**config.mk**
```make
export PLATFORM = sky130hd
export DESIGN_NAME = process_ring_scheduler
export DESIGN_NICKNAME = d
export VERILOG_FILES = /design/src/sv/prs_pkg.sv /design/src/sv/prs_dp.sv /design/src/sv/prs_ctrl.sv /design/src/sv/process_ring_scheduler.sv
export SDC_FILE = /design/constraint.sdc
export NUM_CORES = 1
export LEC_CHECK = 0
export BUFFER_PORTS_ARGS = -buffer_cell sky130_fd_sc_hd__buf_4
export CORE_MARGIN = 3
export CORE_UTILIZATION = 62
export DETAILED_ROUTE_END_ITERATION = 6
export PLACE_DENSITY = 0.81
export SYNTH_ARGS = -nofsm -noshare
export SYNTH_HDL_FRONTEND = slang
export SYNTH_SLANG_ARGS = --single-unit
```
**constraint.sdc**
```tcl
create_clock -name i_clk -period 7.8 [get_ports i_clk]
set_input_delay 2.34 -clock i_clk [delete_from_list [all_inputs] [get_ports i_clk]]
set_output_delay 2.34 -clock i_clk [all_outputs]
set_load 0.01 [all_outputs]
```
**src/sv/prs_pkg.sv**
```systemverilog
// Shared types and codes for the process ring scheduler.
// No dependencies; used by prs_ctrl, prs_dp and process_ring_scheduler.
`default_nettype none

package prs_pkg;

    // request codes
    localparam logic [2:0] REQ_APPEND = 3'd0;
    localparam logic [2:0] REQ_REMOVE = 3'd1;
    localparam logic [2:0] REQ_NEXT   = 3'd2;
    localparam logic [2:0] REQ_FIND   = 3'd3;
    localparam logic [2:0] REQ_SETRDY = 3'd4;

    // read address source for the ring memories
    localparam logic [1:0] RD_SLOT = 2'd0;
    localparam logic [1:0] RD_HEAD = 2'd1;
    localparam logic [1:0] RD_WALK = 2'd2;

    // result register load select
    localparam logic [2:0] OUT_HOLD = 3'd0;
    localparam logic [2:0] OUT_ERR  = 3'd1;
    localparam logic [2:0] OUT_NONE = 3'd2;
    localparam logic [2:0] OUT_NEXT = 3'd3;
    localparam logic [2:0] OUT_FIND = 3'd4;

    typedef struct packed {
        logic [2:0]  req_type;
        logic [3:0]  slot;
        logic [31:0] proc_id;
        logic        ready_in;
    } t_req;

    typedef struct packed {
        logic [3:0] result_slot;
        logic       found;
        logic       error;
    } t_result;

    typedef struct packed {
        logic       capture;
        logic [1:0] rd_sel;
        logic       app_first;
        logic       app_link;
        logic       app_head;
        logic       rm_first;
        logic       rm_single;
        logic       rm_unlink;
        logic       set_rdy;
        logic [2:0] out_sel;
    } t_dp_cmd;

    typedef struct packed {
        logic slot_ok;
        logic slot_linked;
        logic nonempty;
        logic cap_is_head;
        logic link_eq_s;
        logic link_eq_head;
        logic link_ready;
        logic id_match;
    } t_dp_sts;

endpackage

`default_nettype wire

```
**src/sv/prs_dp.sv**
```systemverilog
// Datapath: link and id memories, ready/linked flags, head, walk read pipe
// and result register. Depends on prs_pkg.
`default_nettype none

module prs_dp #(
    parameter int RING_SLOTS = 16
) (
    input  wire                  i_clk,
    input  wire                  i_rst_n,
    input  prs_pkg::t_req        i_req,
    input  prs_pkg::t_dp_cmd     i_cmd,
    output prs_pkg::t_dp_sts     o_sts,
    output prs_pkg::t_result     o_result
);

    localparam int IW = (RING_SLOTS > 2) ? $clog2(RING_SLOTS) : 1;
    localparam logic [8:0] NSLOTS = 9'(RING_SLOTS);

    logic [IW-1:0] r_link_mem [RING_SLOTS];
    logic [31:0]   r_id_mem   [RING_SLOTS];

    logic [RING_SLOTS-1:0] r_ready,    n_ready;
    logic [RING_SLOTS-1:0] r_linked,   n_linked;
    logic [IW-1:0]         r_head,     n_head;
    logic                  r_nonempty, n_nonempty;

    logic [IW-1:0] r_slot;
    logic [31:0]   r_id;
    logic          r_rdy;

    logic [IW-1:0] r_rd_link;
    logic [31:0]   r_rd_id;
    logic          r_rd_lnk;
    logic [IW-1:0] r_rd_addr;
    logic [IW-1:0] r_save;

    prs_pkg::t_result r_out, n_out;

    logic [IW-1:0] in_idx, w_slot, rd_addr, eff;
    logic [31:0]   w_id;
    logic          w_rdy;
    logic          lw_en, iw_en;
    logic [IW-1:0] lw_addr, lw_data, iw_addr;
    logic [31:0]   iw_data;

    assign in_idx = IW'(i_req.slot);
    assign w_slot = i_cmd.capture ? in_idx : r_slot;
    assign w_id   = i_cmd.capture ? i_req.proc_id : r_id;
    assign w_rdy  = i_cmd.capture ? i_req.ready_in : r_rdy;

    // an unlinked slot always points at itself
    assign eff = r_rd_lnk ? r_rd_link : r_rd_addr;

    always_comb begin
        case (i_cmd.rd_sel)
            prs_pkg::RD_SLOT: rd_addr = in_idx;
            prs_pkg::RD_WALK: rd_addr = eff;
            default:          rd_addr = r_head;
        endcase
    end

    // single write port per memory
    always_comb begin
        lw_en   = 1'b0;
        lw_addr = w_slot;
        lw_data = w_slot;
        iw_en   = 1'b0;
        iw_addr = w_slot;
        iw_data = w_id;
        if (i_cmd.app_first) begin
            lw_en = 1'b1;
            iw_en = 1'b1;
        end else if (i_cmd.app_link) begin
            lw_en   = 1'b1;
            lw_data = eff;
            iw_en   = 1'b1;
        end else if (i_cmd.app_head) begin
            lw_en   = 1'b1;
            lw_addr = r_head;
            lw_data = r_slot;
        end else if (i_cmd.rm_unlink) begin
            lw_en   = 1'b1;
            lw_addr = r_rd_addr;
            lw_data = r_save;
        end
    end

    always_ff @(posedge i_clk) begin
        if (lw_en) begin
            r_link_mem[lw_addr] <= lw_data;
        end
        if (iw_en) begin
            r_id_mem[iw_addr] <= iw_data;
        end
        r_rd_link <= r_link_mem[rd_addr];
        r_rd_id   <= r_id_mem[rd_addr];
        r_rd_lnk  <= r_linked[rd_addr];
        r_rd_addr <= rd_addr;
    end

    always_comb begin
        n_ready    = r_ready;
        n_linked   = r_linked;
        n_head     = r_head;
        n_nonempty = r_nonempty;
        if (i_cmd.app_first || i_cmd.app_link || i_cmd.set_rdy) begin
            n_ready[w_slot] = w_rdy;
        end
        if (i_cmd.app_first || i_cmd.app_link) begin
            n_linked[w_slot] = 1'b1;
        end
        if (i_cmd.rm_single || i_cmd.rm_unlink) begin
            n_linked[r_slot] = 1'b0;
        end
        if (i_cmd.app_first) begin
            n_head     = w_slot;
            n_nonempty = 1'b1;
        end
        if (i_cmd.rm_single) begin
            n_nonempty = 1'b0;
        end
        if (i_cmd.rm_first && (r_slot == r_head)) begin
            n_head = eff;
        end
    end

    always_comb begin
        n_out = r_out;
        case (i_cmd.out_sel)
            prs_pkg::OUT_ERR:  n_out = '{result_slot: 4'd0, found: 1'b0, error: 1'b1};
            prs_pkg::OUT_NONE: n_out = '{result_slot: 4'd0, found: 1'b0, error: 1'b0};
            prs_pkg::OUT_NEXT: n_out = '{result_slot: 4'(eff), found: r_ready[eff],
                                         error: 1'b0};
            prs_pkg::OUT_FIND: n_out = '{result_slot: 4'(r_rd_addr), found: 1'b1,
                                         error: 1'b0};
            default:           n_out = r_out;
        endcase
    end

    always_ff @(posedge i_clk) begin
        if (!i_rst_n) begin
            r_ready    <= '0;
            r_linked   <= '0;
            r_head     <= '0;
            r_nonempty <= 1'b0;
        end else begin
            r_ready    <= n_ready;
            r_linked   <= n_linked;
            r_head     <= n_head;
            r_nonempty <= n_nonempty;
        end
    end

    always_ff @(posedge i_clk) begin
        if (i_cmd.capture) begin
            r_slot <= in_idx;
            r_id   <= i_req.proc_id;
            r_rdy  <= i_req.ready_in;
        end
        if (i_cmd.rm_first) begin
            r_save <= eff;
        end
        r_out <= n_out;
    end

    always_comb begin
        o_sts.slot_ok      = ({5'd0, i_req.slot} < NSLOTS);
        o_sts.slot_linked  = o_sts.slot_ok && r_linked[in_idx];
        o_sts.nonempty     = r_nonempty;
        o_sts.cap_is_head  = (r_slot == r_head);
        o_sts.link_eq_s    = (eff == r_slot);
        o_sts.link_eq_head = (eff == r_head);
        o_sts.link_ready   = r_ready[eff];
        o_sts.id_match     = (r_rd_id == r_id);
    end

    assign o_result = r_out;

endmodule

`default_nettype wire

```
**src/sv/prs_ctrl.sv**
```systemverilog
// Controller FSM: decodes requests and sequences ring walks in prs_dp.
// Depends on prs_pkg.
`default_nettype none

module prs_ctrl (
    input  wire               i_clk,
    input  wire               i_rst_n,
    input  wire               i_start,
    input  wire  [2:0]        i_req_type,
    input  prs_pkg::t_dp_sts  i_sts,
    output prs_pkg::t_dp_cmd  o_cmd,
    output logic              o_busy,
    output logic              o_strobe
);

    localparam logic [2:0] S_IDLE     = 3'd0;
    localparam logic [2:0] S_APP_LINK = 3'd1;
    localparam logic [2:0] S_APP_HEAD = 3'd2;
    localparam logic [2:0] S_RM_FIRST = 3'd3;
    localparam logic [2:0] S_RM_WALK  = 3'd4;
    localparam logic [2:0] S_NX_WALK  = 3'd5;
    localparam logic [2:0] S_FD_WALK  = 3'd6;

    logic [2:0] r_state, n_state;
    logic       r_strobe;

    assign o_busy   = (r_state != S_IDLE);
    assign o_strobe = r_strobe;

    always_comb begin
        n_state = r_state;
        o_cmd   = '0;
        o_cmd.rd_sel  = prs_pkg::RD_HEAD;
        o_cmd.out_sel = prs_pkg::OUT_HOLD;
        unique case (r_state)
            S_IDLE: begin
                if (i_start) begin
                    o_cmd.capture = 1'b1;
                    case (i_req_type)
                        prs_pkg::REQ_APPEND: begin
                            if (!i_sts.slot_ok || i_sts.slot_linked) begin
                                o_cmd.out_sel = prs_pkg::OUT_ERR;
                            end else if (!i_sts.nonempty) begin
                                o_cmd.app_first = 1'b1;
                                o_cmd.out_sel   = prs_pkg::OUT_NONE;
                            end else begin
                                n_state = S_APP_LINK;
                            end
                        end
                        prs_pkg::REQ_REMOVE: begin
                            if (!i_sts.slot_linked) begin
                                o_cmd.out_sel = prs_pkg::OUT_ERR;
                            end else begin
                                o_cmd.rd_sel = prs_pkg::RD_SLOT;
                                n_state      = S_RM_FIRST;
                            end
                        end
                        prs_pkg::REQ_NEXT: begin
                            if (!i_sts.slot_linked) begin
                                o_cmd.out_sel = prs_pkg::OUT_ERR;
                            end else begin
                                o_cmd.rd_sel = prs_pkg::RD_SLOT;
                                n_state      = S_NX_WALK;
                            end
                        end
                        prs_pkg::REQ_FIND: begin
                            if (!i_sts.nonempty) begin
                                o_cmd.out_sel = prs_pkg::OUT_ERR;
                            end else begin
                                n_state = S_FD_WALK;
                            end
                        end
                        prs_pkg::REQ_SETRDY: begin
                            if (!i_sts.slot_linked) begin
                                o_cmd.out_sel = prs_pkg::OUT_ERR;
                            end else begin
                                o_cmd.set_rdy = 1'b1;
                                o_cmd.out_sel = prs_pkg::OUT_NONE;
                            end
                        end
                        default: o_cmd.out_sel = prs_pkg::OUT_ERR;
                    endcase
                end
            end
            S_APP_LINK: begin
                // head's successor is on the read port now
                o_cmd.app_link = 1'b1;
                n_state        = S_APP_HEAD;
            end
            S_APP_HEAD: begin
                o_cmd.app_head = 1'b1;
                o_cmd.out_sel  = prs_pkg::OUT_NONE;
                n_state        = S_IDLE;
            end
            S_RM_FIRST: begin
                if (i_sts.cap_is_head && i_sts.link_eq_s) begin
                    o_cmd.rm_single = 1'b1;
                    o_cmd.out_sel   = prs_pkg::OUT_NONE;
                    n_state         = S_IDLE;
                end else begin
                    o_cmd.rm_first = 1'b1;
                    o_cmd.rd_sel   = prs_pkg::RD_WALK;
                    n_state        = S_RM_WALK;
                end
            end
            S_RM_WALK: begin
                if (i_sts.link_eq_s) begin
                    o_cmd.rm_unlink = 1'b1;
                    o_cmd.out_sel   = prs_pkg::OUT_NONE;
                    n_state         = S_IDLE;
                end else begin
                    o_cmd.rd_sel = prs_pkg::RD_WALK;
                end
            end
            S_NX_WALK: begin
                if (i_sts.link_ready || i_sts.link_eq_s) begin
                    o_cmd.out_sel = prs_pkg::OUT_NEXT;
                    n_state       = S_IDLE;
                end else begin
                    o_cmd.rd_sel = prs_pkg::RD_WALK;
                end
            end
            S_FD_WALK: begin
                if (i_sts.id_match) begin
                    o_cmd.out_sel = prs_pkg::OUT_FIND;
                    n_state       = S_IDLE;
                end else if (i_sts.link_eq_head) begin
                    o_cmd.out_sel = prs_pkg::OUT_NONE;
                    n_state       = S_IDLE;
                end else begin
                    o_cmd.rd_sel = prs_pkg::RD_WALK;
                end
            end
            default: n_state = S_IDLE;
        endcase
    end

    always_ff @(posedge i_clk) begin
        if (!i_rst_n) begin
            r_state  <= S_IDLE;
            r_strobe <= 1'b0;
        end else begin
            r_state  <= n_state;
            r_strobe <= (o_cmd.out_sel != prs_pkg::OUT_HOLD);
        end
    end

endmodule

`default_nettype wire

```
**src/sv/process_ring_scheduler.sv**
```systemverilog
// Process ring scheduler. Set ready and rejected requests are decided in the
// accepting cycle, as is an append to an empty ring; other appends link the
// slot in behind the head. Remove, next ready and find walk the ring through
// the link memory's registered read port. One request at a time; busy is low
// again in the strobe cycle. Synchronous active-low reset empties the ring;
// results cannot be stalled.
`default_nettype none

module process_ring_scheduler #(
    parameter int RING_SLOTS = 16
) (
    input  wire               i_clk,
    input  wire               i_rst_n,
    input  wire               start,
    output logic              busy,
    input  prs_pkg::t_req     i_req,
    output logic              o_strobe,
    output prs_pkg::t_result  o_result
);

    // command / status between the sequencer and the ring datapath
    prs_pkg::t_dp_cmd cmd;
    prs_pkg::t_dp_sts sts;

    // The controller decodes a request in the transfer cycle. Short requests
    // finish there; walks keep one read in flight per cycle, and the next
    // read address is the link just returned, so one link is covered a cycle.
    prs_ctrl u_ctrl (
        .i_clk      (i_clk),
        .i_rst_n    (i_rst_n),
        .i_start    (start),
        .i_req_type (i_req.req_type),
        .i_sts      (sts),
        .o_cmd      (cmd),
        .o_busy     (busy),
        .o_strobe   (o_strobe)
    );

    // Datapath: link memory (unlinked slots read as self-linked, so it needs
    // no clearing), id memory (no reset), ready/linked flag vectors, head.
    prs_dp #(
        .RING_SLOTS (RING_SLOTS)
    ) u_dp (
        .i_clk    (i_clk),
        .i_rst_n  (i_rst_n),
        .i_req    (i_req),
        .i_cmd    (cmd),
        .o_sts    (sts),
        .o_result (o_result)
    );

`ifndef ASSERT_OFF
    // a result is only shown once the sequencer has gone idle
    a_strobe_idle: assert property (@(posedge i_clk) disable iff (!i_rst_n)
        o_strobe |-> !busy)
        else $error("result strobe while busy");

    // an accepted request either finishes at once or keeps the block busy
    a_accept_progress: assert property (@(posedge i_clk) disable iff (!i_rst_n)
        (start && !busy) |=> (busy || o_strobe))
        else $error("accepted request produced neither busy nor a result");

    // a walk always ends with a result
    a_busy_end: assert property (@(posedge i_clk) disable iff (!i_rst_n)
        $fell(busy) |-> o_strobe)
        else $error("walk ended without a result");

    // error results carry no slot and no found flag
    a_err_clean: assert property (@(posedge i_clk) disable iff (!i_rst_n)
        (o_strobe && o_result.error) |-> (o_result.result_slot == 4'd0 && !o_result.found))
        else $error("error result with slot or found set");
`endif

endmodule

`default_nettype wire

```
# Word level (Yosys, flattened, before mapping)
# Memory sizes are Yosys's and may differ from the RTL's. A register that Yosys moved wholly into a read port is not among the register bits.
# Index checks and enable logic that the tools add are counted.
[word_totals]
mem_bits_rw = 576
word_cells = 164
regBits = 93
n_memories = 2
out_inout_bits = 8
input_bits = 43
[classes]
magnitude_cmp = 7
n_reduce_logical = 18
n_eq_ne = 29
bitwise = 4
n_mux = 89
[memory_table]
columns = ["memory", "words", "width", "read_ports", "rd_ports_with_merged_regs", "wr", "line_no", "source"]
rows = [
  ["u_dp.r_id_mem", 16, 32, 1, 1, 1, "prs_dp.sv:20", "logic [31:0] r_id_mem [RING_SLOTS];"],
  ["u_dp.r_link_mem", 16, 4, 1, 1, 1, "prs_dp.sv:19", "logic [IW-1:0] r_link_mem [RING_SLOTS];"],
]
[ops]
columns = ["cell", "n"]
rows = [
  ["4-bit two-way mux", 14],
  ["3-bit two-way mux", 13],
  ["3-bit case mux with 6 select lines", 2],
  ["1-bit two-way mux", 33],
  ["32-bit equality test", 1],
  ["16-bit two-way mux", 2],
  ["32-bit two-way mux", 1],
  ["2-bit two-way mux", 13],
  ["4-bit by 5-bit < comparator with 1-bit output (second input constant)", 5],
  ["3-bit case mux with 4 select lines", 2],
  ["6-bit case mux with 4 select lines", 1],
  ["3-bit by 2-bit equality test with 1-bit output (second input constant)", 6],
  ["16-bit bitwise AND", 1],
  ["16-bit bitwise mux", 1],
  ["16-bit NOT", 1],
  ["16-bit OR", 1],
  ["3-bit equality test (second input constant)", 5],
  ["1-bit binary-select mux with 4-bit select", 3],
  ["4-bit equality test", 3],
  ["3-bit by 2-bit != test with 1-bit output (second input constant)", 4],
  ["2-bit case mux with 5 select lines", 1],
  ["10-bit AND reduction", 1],
  ["3-bit by 1-bit equality test with 1-bit output (second input constant)", 3],
  ["1-bit demux with 4-bit select", 2],
  ["other kinds (16)", 28],
]

# Logic depth before layout (Yosys ltp)
# Gate-level depths: netlist of the first run.
[depth]
ltp_word = 15
depth_mapped = 15

# Modules after synthesis
# Synthesis of the first run repeated with hierarchy kept, for this count alone.
[unflattened]
cells_unflattened = 2115
area_unflattened_um2 = 28225.8
[by_module_without_submodules]
columns = ["mod", "area_per_inst_um2", "instances", "cells_per_inst", "seq_area_each_um2"]
rows = [
  ["prs_dp", 27700.3, 1, 2043, 19899.1],
  ["prs_ctrl", 525.5, 1, 72, 80.1],
]

# Worst setup path after synthesis of the first run
# OpenSTA, ideal clock, no wires.
[synth_timing]
path_type = "input to register"
start = "in i_req[35] (netlist bit)"
end = "reg u_dp.r_linked[10]"
setup_time_ps = 64
path_slack_ps = 1555
path_stages = 10
path_buffers = 3
arrival_ps = 6181
path_cell_list = "buf_2 -> mux4_2 -> mux4_2 -> clkbuf_1 -> nor2_1 -> or2_2 -> clkbuf_1 -> nand2_1 -> nor2_1 -> o221a_2"
[synth_via]
elab_chain_cells = 10
[synth_rtl]
columns = ["element", "line_no", "source"]
rows = [
  ["start: declaration", "process_ring_scheduler.sv:16", "input prs_pkg::t_req i_req,"],
  ["1-bit binary-select mux with 4-bit select", "prs_dp.sv:168", "o_sts.slot_linked = o_sts.slot_ok && r_linked[in_idx];"],
  ["1-bit two-way mux (not written as such)", "prs_dp.sv:168", ""],
  ["1-bit two-way mux", "prs_ctrl.sv:41", "if (!i_sts.slot_ok || i_sts.slot_linked) begin"],
  ["1-bit two-way mux", "prs_ctrl.sv:39", "case (i_req_type)"],
  ["4-bit two-way mux", "prs_ctrl.sv:37", "if (i_start) begin"],
  ["1-bit two-way mux", "prs_ctrl.sv:35", "unique case (r_state)"],
  ["1-bit logical OR", "prs_dp.sv:109", "if (i_cmd.app_first || i_cmd.app_link) begin"],
  ["16-bit two-way mux *", "prs_dp.sv:109", ""],
  ["16-bit bitwise AND (no line)", "--", ""],
  ["16-bit two-way mux *", "prs_dp.sv:112", "if (i_cmd.rm_single || i_cmd.rm_unlink) begin"],
  ["end signal: assignment", "prs_dp.sv:148", "r_linked <= n_linked;"],
  ["end: declaration", "prs_dp.sv:23", "logic [RING_SLOTS-1:0] r_linked, n_linked;"],
]
# Mark *: on every way between the ends. The rest lies on a longest branch, timed or not. The select of a mux whose other input is x is not followed.
# A chain may end at the register's enable or synchronous reset.

# Final worst setup path of the first run
[layout_timing]
start = "in i_req[35] (netlist bit)"
end = "reg u_dp.r_rd_id[9], read port of u_dp.r_id_mem"
[layout_via]
elab_chain_cells = 8
[layout_rtl]
columns = ["element", "line_no", "source"]
rows = [
  ["1-bit binary-select mux with 4-bit select *", "prs_dp.sv:168", ""],
  ["1-bit two-way mux (not written as such) *", "prs_dp.sv:168", ""],
  ["1-bit two-way mux *", "prs_ctrl.sv:51, prs_ctrl.sv:59", ""],
  ["2-bit two-way mux *", "--", ""],
  ["4-bit two-way mux *", "prs_ctrl.sv:37", ""],
  ["2-bit case mux with 5 select lines *", "prs_ctrl.sv:35", ""],
  ["2-bit equality test or 2-bit zero test (tied branches)", "prs_dp.sv:55", "case (i_cmd.rd_sel)"],
  ["4-bit case mux with 2 select lines *", "prs_dp.sv:55", ""],
  ["via u_dp.rd_addr[3]", "prs_dp.sv:39", "logic [IW-1:0] in_idx, w_slot, rd_addr, eff;"],
  ["end: declaration", "prs_dp.sv:32", "logic [31:0] r_rd_id;"],
]
# The timed path passes the listed nets; every way through them passes the cells marked *. The select of a mux whose other input is x is not followed.

==> Implementation_results.wiki, run 1 <==
{| class="wikitable"
! Metric !! Value
|-
| Slew HR || 0.2363
|-
| Worst setup SP type || primary input
|-
| HPWL after DPL || 36.52 mm
|-
| Share of synthesized registers carrying an async set or reset || 0
|-
| Starting Density || 0.6350
|-
| Synth Register Bits || 705
|-
| Total vias in the final route || 16,130
|-
| Multiplexer share of the synthesized area || 0.1199
|-
| Share of the yosys chip area belonging to registers || 0.7224
|-
| Worst r2r dst || u_dp.r_rd_id[9]$_DFF_P_
|-
| Clock latency of the later-clocked register in the worst-skew pair || 590 ps
|-
| Startpoint of the most critical register-to-register path || u_dp.r_rd_lnk$_DFF_P_
|-
| Maximum buffer depth of the clock tree || 3
|-
| FMAX || 168.5 MHz
|-
| Port Buffers || 50
|-
| Final-report hold violation count || 0
|-
| Core Region || 43,550 um2
|-
| Worst hold path type || reg2reg
|-
| WL per Instance || 26.65 um
|-
| DRC violations left || 0
|-
| Status || finished clean
|-
| Post-CTS Repair Setup Buffers || 0
|-
| Die Footprint || 47,180 um2
|-
| Area overhead of the layout relative to synthesis || 12.28%
|-
| Max-capacitance violation count || 0
|-
| Final setup violation count || 0
|-
| Deepest level of the CTS H-tree || 3
|-
| R2r worst-path depth || 12
|-
| LEAKAGE || 11.94 nW
|-
| Required time at the endpoint of the critical path || 8250 ps
|-
| Initial antenna violation count || 0
|-
| Worst vdd rail ir drop || 0.2442 mV
|-
| Gate Count Post-Synth || 1,745
|-
| Fraction of layout instances using a drive strength above 1 || 0.1580
|-
| Power density relative to cell area || 331.7 nW/um2
|-
| Maximum fanout encountered on the critical timing path || 17
|-
| Clock slew at reported path FFs || 60 ps
|-
| Grt total ovfl || 0
|-
| Clock period minus final worst setup slack || 5933 ps
|-
| Critical path type || in2reg
|-
| Cell at the root of the clock tree || sky130_fd_sc_hd__clkbuf_16
|-
| Maximum number of pins on one net before global-route repair || 124
|-
| Post-DRT Antenna Nets || 0
|-
| Unrepaired setup endpoints after global routing || false
|-
| Post-CTS Hold Buffers || 0
|-
| Critical path endpoint category || flop
|-
| Main synth FF type || sky130_fd_sc_hd__edfxtp_1
|-
| Number of vias per cell || 6.579
|-
| Maximum clock skew at final layout || 23.76 ps
|-
| Critical Path AT || 6380 ps
|-
| Share of synthesized cell area in full adder, half adder and majority cells || 0
|-
| Summed instance area of the synthesized netlist || 27,660 um2
|-
| Max-slew violation total from the final report || 0
|-
| Number of nets produced by synthesis || 1,788
|-
| Share of the cycle needed by the critical path after routing || 0.7607
|-
| Register-to-register setup slack || 2350 ps
|-
| Drt total wl || 65.34 mm
|-
| Clk sink count || 705
|-
| XOR/XNOR share of the synthesized area || 0.01457
|-
| Number of global-route vias before repair || 15,920
|-
| I/O Pins || 51
|-
| TritonCTS clock tree || done
|-
| Ant. Diodes || 0
|-
| Number of buffers added by the clock tree synthesis step || 68
|-
| Total of cells resized after clock tree synthesis || 0
|-
| Largest family of logic cells by synthesized area || multiplexers
|-
| Largest area contributor in the synthesized netlist || sky130_fd_sc_hd__edfxtp_1
|-
| Area share of the largest cell type after synthesis || 0.6363
|-
| Final layout net count || 1,855
|-
| Final TNS setup || 0 ps
|-
| Synthesized-area fraction occupied by ao, oa, aoi and oai cells || 0.07107
|-
| Number of different library cells in the post-synthesis netlist || 66
|-
| Total of warnings raised by yosys || 0
|-
| Standard-cell rows || 76
|-
| Placer congestion estimate || 0.8923
|-
| X dimension of the die || 217.2 um
|-
| All-layer global routing usage || 0.2743
|-
| Height of the chip || 217.2 um
|-
| Top cells by area in the synthesized netlist || sky130_fd_sc_hd__edfxtp_1 64%, sky130_fd_sc_hd__mux2i_1 9.5%, sky130_fd_sc_hd__dfxtp_1 8.6%
|-
| Origin of the worst min-delay path || u_dp.r_ready[13]$_SDFFE_PN0P_
|-
| Global-route wire length before repair || 96.65 mm
|-
| Total iterations of the first detailed-routing run || 5
|-
| Hold Path Depth || 2
|-
| Synthesized area divided by synthesized cell count || 15.85 um2
|-
| EDFF count, synth || 586
|-
| Simple-gate portion of the synthesized area || 0.05452
|-
| Tightest Pin Transition || 1143 ps
|-
| Destination of the worst hold path || u_dp.r_ready[13]$_SDFFE_PN0P_
|-
| Design Power || 0.01030 W
|-
| DRC violation total after the first TritonRoute iteration || 1,911
|}
==> cells by family (layout without fill, tap and decap cells) <==
kind of cell    Yosys count  in the layout
buf+inv                 108            230
mux                     311            311
compound gates          283            283
simple gates            292            292
flops                   705            705
xor+xnor                 46             46
==> critical path, stage by stage <==
cell	delay (ps)
sky130_fd_sc_hd__buf_4	160
sky130_fd_sc_hd__mux4_2	330
sky130_fd_sc_hd__mux4_2	350
sky130_fd_sc_hd__nand3_1	110
sky130_fd_sc_hd__and4_1	240
sky130_fd_sc_hd__nor4_4	440
sky130_fd_sc_hd__nand2b_2	190
sky130_fd_sc_hd__o221ai_2	390
sky130_fd_sc_hd__inv_2	160
sky130_fd_sc_hd__nand3_2	500
sky130_fd_sc_hd__buf_4	440
sky130_fd_sc_hd__o22ai_1	120
sky130_fd_sc_hd__or4_1	560
==> cells in the mapped netlist (3+ instances only) <==
| cell | count |
|---|---|
| sky130_fd_sc_hd__edfxtp_1 | 586 |
| sky130_fd_sc_hd__mux2i_1 | 262 |
| sky130_fd_sc_hd__dfxtp_1 | 119 |
| sky130_fd_sc_hd__o22ai_1 | 114 |
| sky130_fd_sc_hd__nand2_1 | 90 |
| sky130_fd_sc_hd__nor2_1 | 79 |
| sky130_fd_sc_hd__a21oi_1 | 65 |
| sky130_fd_sc_hd__a221oi_1 | 40 |
| sky130_fd_sc_hd__buf_2 | 40 |
| sky130_fd_sc_hd__clkbuf_1 | 39 |
| sky130_fd_sc_hd__xnor2_1 | 39 |
| sky130_fd_sc_hd__or4_1 | 37 |
| sky130_fd_sc_hd__mux2_2 | 35 |
| sky130_fd_sc_hd__nor3b_1 | 18 |
| sky130_fd_sc_hd__o221a_2 | 15 |
| sky130_fd_sc_hd__inv_1 | 13 |
| sky130_fd_sc_hd__o21ai_0 | 13 |
| sky130_fd_sc_hd__nand3_1 | 10 |
| sky130_fd_sc_hd__mux4_2 | 9 |
| sky130_fd_sc_hd__nand2b_1 | 8 |
| sky130_fd_sc_hd__nand4_1 | 8 |
| sky130_fd_sc_hd__xor2_1 | 7 |
| sky130_fd_sc_hd__buf_1 | 6 |
| sky130_fd_sc_hd__nor2b_1 | 6 |
| sky130_fd_sc_hd__nor3_1 | 6 |
| sky130_fd_sc_hd__nor4_1 | 6 |
| sky130_fd_sc_hd__a21o_1 | 5 |
| sky130_fd_sc_hd__nand3_2 | 5 |
| sky130_fd_sc_hd__a22o_1 | 4 |
| sky130_fd_sc_hd__buf_4 | 4 |
| sky130_fd_sc_hd__inv_2 | 4 |
| sky130_fd_sc_hd__or2_2 | 4 |
| sky130_fd_sc_hd__a211oi_1 | 3 |
| sky130_fd_sc_hd__and2_1 | 3 |
| sky130_fd_sc_hd__mux2i_4 | 3 |
| sky130_fd_sc_hd__nand3b_1 | 3 |
| sky130_fd_sc_hd__o31ai_1 | 3 |
==> state kept, by name, indices dropped and copies added (netlist names), 4 cells and up <==
signal,flops
u_dp.r_id_mem,512
u_dp.r_link_mem,64
u_dp.r_id,32
u_dp.r_rd_id,32
u_dp.r_linked,16
u_dp.r_ready,16
u_dp.o_result,6
u_dp.r_head,4
u_dp.r_rd_addr,4
u_dp.r_rd_link,4
u_dp.r_save,4
u_dp.r_slot,4
==> stage by stage <==
step	util	setup WS [ps]	area (um2)	std cells	hold slack [ps]
2_1_floorplan	-	1555	27660	1745	471.7
3_3_place_gp	0.6616	1410	28820	2327	496.9
3_5_place_dp	0.6616	1308	28820	2327	508.9
4_1_cts	0.7130	1925	31050	2452	516.6
5_1_grt	0.7130	1771	31050	2452	543.6
6_report	0.7130	1867	31050	2452	514.3
==> placed cells by master (no fill, tap or decap), drive strengths merged, types with 21 or more instances in the layout <==
cell,instances
edfxtp,586
a221oi,41
or4,38
nand2,90
dfxtp,119
clkbuf,98
a21oi,65
nor2,79
mux2,36
o22ai,115
buf,88
clkinv,21
xnor2,39
mux2i,266
==> worst max path at each step <==
stage,start,endpoint,slack [ps],depth (start not counted)
detailed placement,i_req[35],u_dp.r_rd_id[29]$_DFF_P_,1310,12
floorplan,i_req[35],u_dp.r_linked[10]$_SDFF_PN0_,1560,10
global placement,i_req[35],u_dp.r_rd_id[27]$_DFF_P_,1410,12
CTS,i_req[35],u_dp.r_rd_id[7]$_DFF_P_,1920,13
global route,i_req[35],u_dp.r_rd_id[26]$_DFF_P_,1770,12
finish,i_req[35],u_dp.r_rd_id[9]$_DFF_P_,1870,13
==> layer usage <==
layer  vias up  global-route usage  share of wire  routed length [um]
met2       892              0.4272           0.48               31130
met1      8052              0.3808           0.40               25840
met4         0              0.1215          0.036                2366
met3       174             0.05585          0.092                5998
li1       7013                   -              -                   -
met5         -                   0              0                   0
==> area by class of cell <==
class                           instances  area [um2]
Inverter                               17       63.81
Clock buffer                           98        2001
Fill cell                            2647       12500
Tap cell                              585       732.0
Clock inverter                         27       237.7
Timing Repair Buffer                   88       698.2
Sequential cell                       705       19980
Multi-Input combinational cell        932        7342
==> power breakdown <==
group | total, W | switching [W] | internal, W
Clock | 0.00325 | 0.00136 | 0.00190
Sequential | 0.00502 | 0.000227 | 0.00479
Combinational | 0.00203 | 0.00136 | 0.000668
No activity file was read; power rests on OpenSTA's default activity.
==> run 2, diff against run 1 <==
==> constraint.sdc (replaced) <==
create_clock -name i_clk -period 5.5 [get_ports i_clk]
set_input_delay 1.65 -clock i_clk [delete_from_list [all_inputs] [get_ports i_clk]]
set_output_delay 1.65 -clock i_clk [all_outputs]
set_load 0.01 [all_outputs]
==> run 2 against run 1 <==
Effect of this change: cell area grew 1.7%; register-to-register slack got worse by 1700 ps; non-clock buffer count is 36 higher; sequential cell count unchanged; worst setup slack got worse by 1200 ps; routed wire length increased by 4.7%; largest cell class unchanged; combinational power up 49%.
==> Implementation_results.wiki, run 2 (synthesis results as in run 1) <==
{| class="wikitable"
! Metric !! Value
|-
| Total iterations of the first detailed-routing run || 5 (unchanged)
|-
| Worst hold path type || reg2reg
|-
| Worst r2r dst || u_dp.r_rd_link[2]$_DFF_P_
|-
| Proportion of power drawn by combinational gates || 0.207 (+0.010)
|-
| DRC violation total after the first TritonRoute iteration || 2,186 (+14%)
|-
| LEAKAGE || 12.18 nW (+2.0%)
|-
| Global-route wire length before repair || 102.3 mm (+5.8%)
|-
| Height of the chip || 217.2 um (unchanged)
|-
| Maximum number of pins on one net before global-route repair || 65 (-48%)
|-
| Drt total wl || 68.44 mm (+4.7%)
|-
| Number of buffers added by the clock tree synthesis step || 69 (+1.5%)
|-
| Max-capacitance violation count || 0 (unchanged)
|-
| Origin of the worst min-delay path || u_dp.r_ready[6]$_SDFFE_PN0P_
|-
| Status || finished clean
|-
| Critical path type || reg2reg
|-
| All-layer global routing usage || 0.2907 (+0.01641)
|-
| Starting Density || 0.6350 (unchanged)
|-
| Clock period minus final worst setup slack || 4869 ps
|-
| Final setup violation count || 0 (unchanged)
|-
| Clock slew at reported path FFs || 60 ps (about the same)
|-
| Cell at the root of the clock tree || sky130_fd_sc_hd__clkbuf_16
|-
| CP delay by family, top || simple AND/OR/NAND/NOR gates
|-
| Final cell count without fillers || 2,487 (+1.4%)
|-
| Design Power || 0.01466 W (+42%)
|-
| Most common cell type on the critical path || sky130_fd_sc_hd__inv_2
|-
| Setup WS post-layout || 630.8 ps (-1236 ps)
|-
| DRC violations left || 0 (unchanged)
|-
| Clock latency of the later-clocked register in the worst-skew pair || 600 ps (about the same)
|-
| TritonCTS clock tree || done
|-
| Relative contribution of sequential cells to total power || 0.485 (-0.002)
|-
| Tightest Pin Transition || 953.4 ps (-189.4 ps)
|-
| Maximum buffer depth of the clock tree || 3 (unchanged)
|-
| I/O Pins || 51 (unchanged)
|-
| Total of cells resized after clock tree synthesis || 0 (unchanged)
|-
| Ant. Diodes || 0 (unchanged)
|-
| Post-CTS Hold Buffers || 0 (unchanged)
|-
| Max stage delay on crit path || 650 ps (+90 ps)
|-
| Register-to-register setup slack || 630 ps (-1720 ps)
|-
| Placer congestion estimate || 0.8836 (-0.98%)
|-
| X dimension of the die || 217.2 um (unchanged)
|-
| Number of vias per cell || 6.641 (+0.95%)
|-
| Slew HR || 0.3595 (+0.1232)
|-
| Worst setup SP type || flop
|-
| Initial antenna violation count || 1 (+1)
|-
| Register containing the most flip-flops in the final layout || u_dp.r_id_mem
|-
| Share of the cycle needed by the critical path after routing || 0.8853
|-
| WL per Instance || 27.52 um (+3.3%)
|-
| Final layout net count || 1,892 (+2.0%)
|-
| Critical Path AT || 5300 ps (-1080 ps)
|-
| Total vias in the final route || 16,520 (+2.4%)
|-
| Port Buffers || 50 (unchanged)
|-
| Final-report hold violation count || 0 (unchanged)
|-
| Net switching power figure || 0.004240 W (+44%)
|-
| FMAX || 205.4 MHz
|-
| Final TNS setup || 0 ps (unchanged)
|-
| Worst slack after detailed placement || 129.1 ps (-1179 ps)
|-
| Max FFs per register || 512 (unchanged)
|-
| Grt total ovfl || 0 (unchanged)
|-
| Post-DRT Antenna Nets || 0 (unchanged)
|-
| R2r worst-path depth || 13 (+1)
|-
| Number of global-route vias before repair || 16,610 (+4.3%)
|-
| Die Footprint || 47,180 um2 (unchanged)
|-
| Critical path endpoint category || flop
|-
| Unrepaired setup endpoints after global routing || false
|-
| Top library cells by usage in the layout, fill and taps aside || 586 x sky130_fd_sc_hd__edfxtp_1, 262 x sky130_fd_sc_hd__mux2i_1, 119 x sky130_fd_sc_hd__dfxtp_1, 114 x sky130_fd_sc_hd__o22ai_1, 93 x sky130_fd_sc_hd__buf_4
|-
| Worst vdd rail ir drop || 0.3608 mV (+48%)
|-
| Leading cell type in the layout, fill and taps excluded || sky130_fd_sc_hd__edfxtp_1
|-
| Deepest level of the CTS H-tree || 3 (unchanged)
|-
| Startpoint of the most critical register-to-register path || u_dp.r_rd_lnk$_DFF_P_
|-
| Required time at the endpoint of the critical path || 5940 ps (-2310 ps)
|-
| DP Cell Count || 2,363 (+1.5%)
|-
| Hold Path Depth || 2 (unchanged)
|-
| Fraction of layout instances using a drive strength above 1 || 0.1682 (+0.01024)
|-
| Sw frac || 0.2893 (+0.003156)
|-
| Area overhead of the layout relative to synthesis || 14.15%
|-
| Power density relative to cell area || 464.3 nW/um2 (+40%)
|-
| Clk sink count || 705 (unchanged)
|-
| Max-slew violation total from the final report || 0 (unchanged)
|-
| Destination of the worst hold path || u_dp.r_ready[6]$_SDFFE_PN0P_
|-
| Worst path slowest cell || sky130_fd_sc_hd__dfxtp_1
|-
| Biggest regs || u_dp.r_id_mem (512), u_dp.r_link_mem (64)
|-
| Relative contribution of the clock network to total power || 0.308 (-0.008)
|-
| HPWL after DPL || 37.73 mm (+3.3%)
|-
| Core Region || 43,550 um2 (unchanged)
|-
| Filler cell count in the final layout || 2,675 (+1.1%)
|-
| Cells traversed along the worst timing path || mux2i_4 -> inv_2 -> mux4_2 -> mux2i_2 -> a221oi_4 -> nor4_4 -> nand2b_2 -> o221ai_2 -> inv_2 -> nand3_2 -> buf_12 -> o22ai_1 -> or4_1
|-
| Maximum fanout encountered on the critical timing path || 14 (-3)
|-
| Number of buffers and inverters on the critical path || 3 (unchanged)
|-
| Standard-cell rows || 76 (unchanged)
|-
| Maximum clock skew at final layout || 31.28 ps (+7.522 ps)
|-
| Internal portion of total power || 0.01042 W (+42%)
|-
| Post-CTS Repair Setup Buffers || 0 (unchanged)
|}
-- run 2: per-layer routing --
metal  up-vias  wire length (um)  part of all wire  track usage
li1       7062                 -                 -            -
met1      8188             26240              0.38       0.3974
met2      1058             32670              0.48       0.4617
met3       206              6909              0.10      0.06060
met4         2              2611             0.038       0.1211
met5         -                12           0.00018            0
-- run 2: worst min-delay path: cells and delay by family (launching register included) --
kind	cells	cell delay [ps]
DFF	1	300
AOI/OAI and AO/OA	1	110
and+or+nand+nor	1	50
-- run 2: cell type report --
type,count,area [um2],share of cell area
clock inverters,23,221.5,0.007015
inverters,17,63.81,0.002021
clock buffers,101,1918,0.06076
multi-input cells,932,7336,0.2324
well taps,585,732.0,0.02319
flip-flops and latches,705,19980,0.6329
repair buffers,124,1319,0.04177
-- run 2: per-stage QoR --
| stage | hold WS (ps) | area, um2 | utilization |
|---|---|---|---|
| after floorplan | 471.7 | 27660 | - |
| after global placement | 498.2 | 29430 | 0.6757 |
| after detailed placement | 503.7 | 29430 | 0.6757 |
| after CTS | 511.5 | 31570 | 0.7249 |
| after global routing | 545.7 | 31570 | 0.7249 |
| final | 511.7 | 31570 | 0.7249 |
-- run 2: worst max-delay path by stage --
stage | start | endpoint | slack (ps) | cells past startpoint
after floorplan | i_req[35] | u_dp.r_linked[10]$_SDFF_PN0_ | -50 | 10
after global placement | i_req[35] | u_dp.r_rd_id[15]$_DFF_P_ | 190 | 13
after detailed placement | i_req[35] | u_dp.r_rd_id[3]$_DFF_P_ | 130 | 13
after CTS | i_req[35] | u_dp.r_rd_id[15]$_DFF_P_ | 680 | 13
after global routing | u_dp.r_rd_lnk$_DFF_P_ | u_dp.r_rd_link[2]$_DFF_P_ | 470 | 13
final | u_dp.r_rd_lnk$_DFF_P_ | u_dp.r_rd_link[2]$_DFF_P_ | 630 | 13
-- run 2: power groups by stage --
| stage | registers (W) | clock network, W | logic (W) |
|---|---|---|---|
| after CTS | 0.00710 | 0.00455 | 0.00298 |
| after floorplan | 0.00708 | 0 | 0.00192 |
| after detailed placement | 0.00720 | 0 | 0.00294 |
| after global routing | 0.00715 | 0.00478 | 0.00321 |
| final | 0.00711 | 0.00452 | 0.00303 |
| after global placement | 0.00717 | 0 | 0.00284 |
